[src/rtl/rars_pkg.sv]
// Shared constants, codes and controller/datapath interface types for the 2-D range add/sum block.
`timescale 1ns / 1ps

package rars_pkg;

  // Default grid bounds
  localparam int ROWS_MAX_DEF = 256;
  localparam int COLS_MAX_DEF = 256;

  // Field widths
  localparam int DATA_W    = 32;
  localparam int COORD_W   = 9;
  localparam int SIZE_W    = 9;
  localparam int CFG_IDX_W = 2;

  localparam logic [SIZE_W-1:0] SIZE_RST = SIZE_W'(256);

  // Configuration register indexes
  localparam logic [CFG_IDX_W-1:0] REG_NUM_ROWS = CFG_IDX_W'(0);
  localparam logic [CFG_IDX_W-1:0] REG_NUM_COLS = CFG_IDX_W'(1);

  // Item kinds
  localparam logic ACT_ADD   = 1'b0;
  localparam logic ACT_QUERY = 1'b1;

  // Tree numbering
  localparam int NUM_TREES = 4;
  localparam int TREE_PLAIN = 0;  // delta
  localparam int TREE_COLW  = 1;  // col * delta
  localparam int TREE_ROWW  = 2;  // row * delta
  localparam int TREE_BOTH  = 3;  // row * col * delta

  // Shared multiplier operand selection; the product destination follows from the op
  typedef enum logic [2:0] {
    MUL_NONE,
    MUL_CV,   // w1  = col * v
    MUL_RV,   // w2  = row * v
    MUL_RCV,  // w3  = row * w1
    MUL_RC1,  // prod = (row+1) * (col+1)
    MUL_P0,   // prod = prod * S0
    MUL_P1,   // prod = (row+1) * S1
    MUL_P2    // prod = (col+1) * S2
  } mul_op_e;

  typedef enum logic [1:0] {
    PRE_NONE,
    PRE_LOAD,  // pre = S3 + prod
    PRE_SUB    // pre = pre - prod
  } pre_op_e;

  typedef struct packed {
    logic       accept;
    logic       clear_wr;
    logic       corner_load;
    logic [1:0] corner;
    mul_op_e    mul_op;
    logic       col_restart;
    logic       row_step;
    logic       node_rd;
    logic       node_wr;
    logic       node_acc;
    logic       col_step;
    pre_op_e    pre_op;
    logic       tot_add;
    logic       out_load;
  } rars_cmd_t;

  typedef struct packed {
    logic clear_last;
    logic is_query;
    logic row_ok;
    logic col_ok;
    logic out_free;
  } rars_sts_t;

endpackage

[src/rtl/rars_ctrl.sv]
// Sequencer for clearing, corner tree walks and query result assembly.
`timescale 1ns / 1ps

module rars_ctrl (
  input  logic                clk_i,
  input  logic                rst_ni,
  input  logic                in_valid_i,
  output logic                in_ready_o,
  input  rars_pkg::rars_sts_t sts_i,
  output rars_pkg::rars_cmd_t cmd_o
);

  typedef enum logic [3:0] {
    ST_CLEAR,
    ST_IDLE,
    ST_CORNER,
    ST_MUL_CV,
    ST_MUL_RV,
    ST_MUL_RCV,
    ST_ROW,
    ST_NODE,
    ST_UPDATE,
    ST_Q_RC,
    ST_Q_P0,
    ST_Q_P1,
    ST_Q_P2,
    ST_Q_PRE,
    ST_NEXT,
    ST_OUT
  } state_e;

  state_e     state_q, state_d;
  logic [1:0] k_q, k_d;

  always_ff @(posedge clk_i or negedge rst_ni) begin
    if (!rst_ni) begin
      state_q <= ST_CLEAR;
      k_q     <= '0;
    end else begin
      state_q <= state_d;
      k_q     <= k_d;
    end
  end

  assign in_ready_o = (state_q == ST_IDLE);

  always_comb begin
    state_d      = state_q;
    k_d          = k_q;
    cmd_o        = '0;
    cmd_o.corner = k_q;
    case (state_q)
      ST_CLEAR: begin
        cmd_o.clear_wr = 1'b1;
        if (sts_i.clear_last) state_d = ST_IDLE;
      end
      ST_IDLE: begin
        if (in_valid_i) begin
          cmd_o.accept = 1'b1;
          k_d          = '0;
          state_d      = ST_CORNER;
        end
      end
      ST_CORNER: begin
        cmd_o.corner_load = 1'b1;
        state_d = sts_i.is_query ? ST_ROW : ST_MUL_CV;
      end
      ST_MUL_CV: begin
        cmd_o.mul_op = rars_pkg::MUL_CV;
        state_d      = ST_MUL_RV;
      end
      ST_MUL_RV: begin
        cmd_o.mul_op = rars_pkg::MUL_RV;
        state_d      = ST_MUL_RCV;
      end
      ST_MUL_RCV: begin
        cmd_o.mul_op = rars_pkg::MUL_RCV;
        state_d      = ST_ROW;
      end
      ST_ROW: begin
        if (sts_i.row_ok) begin
          cmd_o.col_restart = 1'b1;
          state_d           = ST_NODE;
        end else begin
          state_d = sts_i.is_query ? ST_Q_RC : ST_NEXT;
        end
      end
      ST_NODE: begin
        if (sts_i.col_ok) begin
          cmd_o.node_rd = 1'b1;
          state_d       = ST_UPDATE;
        end else begin
          cmd_o.row_step = 1'b1;
          state_d        = ST_ROW;
        end
      end
      ST_UPDATE: begin
        cmd_o.node_acc = sts_i.is_query;
        cmd_o.node_wr  = !sts_i.is_query;
        cmd_o.col_step = 1'b1;
        state_d        = ST_NODE;
      end
      ST_Q_RC: begin
        cmd_o.mul_op = rars_pkg::MUL_RC1;
        state_d      = ST_Q_P0;
      end
      ST_Q_P0: begin
        cmd_o.mul_op = rars_pkg::MUL_P0;
        state_d      = ST_Q_P1;
      end
      ST_Q_P1: begin
        cmd_o.pre_op = rars_pkg::PRE_LOAD;
        cmd_o.mul_op = rars_pkg::MUL_P1;
        state_d      = ST_Q_P2;
      end
      ST_Q_P2: begin
        cmd_o.pre_op = rars_pkg::PRE_SUB;
        cmd_o.mul_op = rars_pkg::MUL_P2;
        state_d      = ST_Q_PRE;
      end
      ST_Q_PRE: begin
        cmd_o.pre_op = rars_pkg::PRE_SUB;
        state_d      = ST_NEXT;
      end
      ST_NEXT: begin
        cmd_o.tot_add = sts_i.is_query;
        if (&k_q) begin
          state_d = sts_i.is_query ? ST_OUT : ST_IDLE;
        end else begin
          k_d     = k_q + 2'd1;
          state_d = ST_CORNER;
        end
      end
      ST_OUT: begin
        if (sts_i.out_free) begin
          cmd_o.out_load = 1'b1;
          state_d        = ST_IDLE;
        end
      end
      default: state_d = ST_IDLE;
    endcase
  end

endmodule

[config.mk]
export PLATFORM = sky130hd
export DESIGN_NAME = rars_ctrl
export DESIGN_NICKNAME = d
export VERILOG_FILES = /design/src/rtl/rars_pkg.sv /design/src/rtl/rars_ctrl.sv
export SDC_FILE = /design/constraint.sdc
export NUM_CORES = 1
export LEC_CHECK = 0
export BUFFER_PORTS_ARGS = -buffer_cell sky130_fd_sc_hd__buf_2
export CELL_PAD_IN_SITES_DETAIL_PLACEMENT = 1
export CELL_PAD_IN_SITES_GLOBAL_PLACEMENT = 1
export CORE_MARGIN = 2
export CORE_UTILIZATION = 32
export DETAILED_ROUTE_END_ITERATION = 8
export PLACE_DENSITY_LB_ADDON = 0.1
export SLEW_MARGIN = 5
export SYNTH_ARGS = -nofsm -noshare
export SYNTH_HDL_FRONTEND = slang
export SYNTH_SLANG_ARGS = --single-unit
export TNS_END_PERCENT = 1
[constraint.sdc]
create_clock -name clk_i -period 1.7 [get_ports clk_i]
set_input_delay 0.255 -clock clk_i [delete_from_list [all_inputs] [get_ports clk_i]]
set_output_delay 0.255 -clock clk_i [all_outputs]
set_load 0.02 [all_outputs]
Word-level counts from Yosys, hierarchy flattened
Cells that the tools add are included.
{"block": "word_totals", "inputBits": 8, "wordCells": 57, "out_inout_bits": 19, "regBits": 6}
{"block": "op_classes", "eq_ne": 19, "n_mux": 28, "add_sub_neg": 1, "reduce_logical": 7}
{"operator": "$pmux 4 s16", "n": 1}
{"operator": "$eq 4x4->1 const B", "n": 8}
{"operator": "$mux 4", "n": 7}
{"operator": "$pmux 3 s7", "n": 1}
{"operator": "$eq 4x3->1 const B", "n": 4}
{"operator": "$mux 1", "n": 11}
{"operator": "$mux 3", "n": 3}
{"operator": "$eq 4x2->1 const B", "n": 2}
{"operator": "$ne 2x2->1 const B", "n": 4}
{"operator": "$pmux 2 s2", "n": 2}
{"operator": "$mux 2", "n": 3}
{"operator": "$reduce_and 3->1", "n": 2}
{"operator": "$eq 4x1->1 const B", "n": 1}
{"operator": "$logic_not 4->1", "n": 1}
{"operator": "$add 2x1->2 const B", "n": 1}
{"operator": "$reduce_and 2->1", "n": 1}
{"operator": "$reduce_bool 2->1", "n": 1}
{"operator": "$reduce_or 2->1", "n": 1}
{"operator": "$logic_not 1->1", "n": 1}

Depth between registers and ports, before layout
{"block": "depth", "word_depth": 3, "mapped_depth": 6, "depth_no_buf": 5}

Worst setup path before layout
Ideal clock, no wire load.
{"block": "synth_path", "kind": "flip-flop to flip-flop", "from": "reg state_q[2]", "to": "reg state_q[0]", "setup_time_ps": 168, "setup_slack_ps": -55, "n_path_buf": 2, "t_arrival_ps": 1587, "period_less_slack_ps": 1755, "stages_incl_launch_ff": 5, "t_required_ps": 1532, "cell_sequence": "dfrtp_1 > buf_2 > buf_2 > nor4_1 > a2bb2oi_1"}
{"block": "synth_via", "elab_chain_cells": 3, "word_cells_on_any_way": 21, "cone_classes": "eq/ne: 18; mux: 1; reduce/logical: 2"}
{"element": "start: declaration", "line": "rars_ctrl.sv:32", "text": "state_e state_q, state_d;"}
{"element": "start signal: assignment", "line": "rars_ctrl.sv:40", "text": "state_q <= state_d;"}
{"element": "$eq 4x4->1 (tied with other cells)", "line": "rars_ctrl.sv:52", "text": "case (state_q)"}
{"element": "$ne 2x2->1 (no line)"}
{"element": "$reduce_and 3->1 (no line)"}
Several ways; a longest one is shown, not always the timed one.
A chain may end at the register's enable or synchronous reset.

==> reports/metrics.cfg <==
[sta]
tightestPinTransition_ns=0.418
fin_crit_ns=1.70
finalMaxSlewViolations=0
grt_setup_unrepaired=true
final.setup_skew_ns=0.00177
final-hold-violation-count=0
setup_viol=1
fmax_ghz=0.588
period_share_pct=100
slew_headroom_pct=71.4
worst_slack_ns=-0.000731

[placement]
place_hpwl_um=1560
pre_cts_ws_ns=0.144
place_congestion=0.780
io_buffers=26
post-place-cells=138

[yosys]
synth_cells=86
synth-seq-area-share_pct=23.2
synth_nets=95
synth_top_cell_by_area=dfrtp_1
syn_area_per_cell_sq_um=7.52
ys.flop_type=dfrtp_1
synth_common_cells=11 x nor2_1, 10 x nor3_1, 6 x dfrtp_1, 6 x inv_1, 6 x nand2b_1
synth_edf_count=0
ys_types=34
synth_top_area_share_pct=23.2
ys_seq_elements=6
syn-cell-area_sq_um=647
yosysMostFrequentCell=nor2_1
async_flop_share_pct=100
synth.area.top_cells=dfrtp_1 23%, nor3_1 7.7%, nor2_1 6.4%
synth-warning-count=0

[hold_path]
min_to=state_q[0]
worstHoldStart=sts_i[4]
worst_hold_path_type=in -> reg
holdPathStages=3

[routing]
routedWlPerCell_um=13.9
post-route-drc-count=0
wirelength_um=1970
route.vias.total=730
ant_nets=0
via_per_inst=5.14
dr.pass1.iters=3
drtIter0Drc=1

[setup_path]
crit_type=reg -> out
cp_top_family=flip-flops
path_cells=buf_4 -> nor2b_1 -> and3_1 -> buf_2
regToRegStartpoint=state_q[1]
cp_num_buf_inv=2
cp-start-kind=register
ff2ff_setup_slack_ns=0.21
worstPathArrival_ns=1.45
worstSetupEndpointType=primary output
crit_fanout=11
slowest_stage=dfrtp_2
max_stage_delay_ns=0.49
ff2ff_path_depth=4
r2r-end=state_q[1]
required_ns=1.44

[power_and_ir_drop]
intPower_mw=0.793
power_leakage_nw=0.424
sw_frac_of_total_pct=52.6
switchingPower_mw=0.879
peakVddDrop_mv=0.832
power_mw=1.67
combPwrFrac_pct=71.8
power_frac_clock_pct=7.8
power.density_mw_per_mm2=1860
sequentialPowerShare_pct=20.3

[die]
dieWidth_um=49.0
die_area_sq_mm=0.00240
rows=16
start_util_pct=33.3
boundaryPins=27
core_area_sq_mm=0.00194
fp.dieH_um=49.0

[final_layout]
nets=126
num_antenna_cells=0
instances_no_fill=142
area_growth_pct=38.7
drive_gt1_share_pct=44.3

[global_routing]
grtUsageMet1_pct=22.8
grt_pass1_wl_um=3240
grt.total_usage_pct=17.3
grt_pass1_vias=703
antenna_found_initial=0
overflow=0
use_met2_pct=29.7
grt.met3_usage_pct=3.68
busiest_layer=met2
grt_max_degree=13

[cts]
cts_tree=built
cts_root_buf=clkbuf_4
clock-sinks=6
clock_latency_ns=0.24
clockBufferDepth=2
numCtsBuffers=3
htreeDepth=1
clkTransAtPathRegs_ns=0.05

[outcome]
status=finished with violations
violations=setup timing

[run]
maxCapViolations=0

[power by group through the flow]
stage	clock [mW]	combinational, mW	sequential [mW]
final	0.131	1.20	0.340
after global routing	0.142	1.32	0.358
after CTS	0.135	1.16	0.336
after detailed placement	0	1.14	0.324
after global placement	0	1.13	0.322
after floorplan	0	0.892	0.267
[layout make-up]
class / count / area (sq um)
flip-flops and latches: 6 / 155
inverters: 6 / 22.5
multi-input cells: 68 / 478
repair buffers: 32 / 185
clock buffers: 3 / 22.5
fillers: 267 / 1040
well taps: 27 / 33.8
[logic make-up after synthesis]
family / share of synthesized area [%]
xor gates and xnor gates: 2.71
AOI/OAI and AO/OA: 17.2
adders and majority gates: 1.93
muxes: 3.48
buffers and inverters: 9.48
and+or+nand+nor: 42.0
DFF: 23.2
[how the worst max path moves through the flow]
stage / start / to / slack, ns / cells after the start
2_1_floorplan: state_q[0] / cmd_o[5] / 0.07 / 3
3_3_place_gp: state_q[1] / k_q[1] / 0.14 / 4
3_5_place_dp: state_q[1] / k_q[1] / 0.14 / 4
4_1_cts: state_q[3] / cmd_o[16] / 0.01 / 3
5_1_grt: state_q[1] / cmd_o[9] / -0.07 / 4
6_report: state_q[1] / cmd_o[9] / -0.0007 / 4
[metrics by stage]
step / area [sq um] / setup TNS [ns] / hold WS [ns] / util (%)
3_3_place_gp: 816 / 0 / 0.0860 / 42.0
6_report: 897 / -0.000731 / 0.252 / 46.2
3_5_place_dp: 816 / 0 / 0.0890 / 42.0
5_1_grt: 897 / -0.204 / 0.267 / 46.2
2_1_floorplan: 653 / 0 / -0.0406 / -
4_1_cts: 860 / 0 / 0.251 / 44.3
[timing repair]
action	4_1_cts	5_1_grt
cloned	0	0
pin swaps	0	2
gates resized for setup	6	9
setup endpoints to repair	8	12
hold buffers	1	0
setup buffers	0	0
endpoints found under the hold margin	6	0
[registers in the layout, summed over array words and instances, names as in the netlist]
register and cells:
state_q 4, k_q 2
[cell usage in the layout (no fill, tap or decap), types with 2 or more instances in the layout]
| cell | count |
|---|---|
| a2bb2oi_1 | 2 |
| a31oi_1 | 2 |
| dfrtp_1 | 2 |
| nor3_2 | 2 |
| nand2_1 | 4 |
| a21oi_1 | 4 |
| buf_2 | 23 |
| buf_4 | 8 |
| nor4_2 | 2 |
| clkbuf_4 | 3 |
| dfrtp_2 | 4 |
| nand2b_1 | 4 |
| inv_1 | 6 |
| nor3_1 | 9 |
| nor2_1 | 11 |
| nand2b_2 | 2 |
| a311oi_1 | 2 |
| nor2b_1 | 3 |
[worst reg2reg max path: stages, from the launching register on]
cell      delay (ns)
dfrtp_2         0.49
buf_4           0.20
nor2b_1         0.15
a311oi_1        0.38
a31oi_1         0.13
[layer usage]
| layer | routed length (um) | vias to the layer above |
|---|---|---|
| met1 | 898 | 347 |
| met3 | 59 | 2 |
| li1 | - | 364 |
| met4 | 20 | 0 |
| met5 | 0 | - |
| met2 | 993 | 17 |
Note: power is estimated with default switching activity, not from simulation.
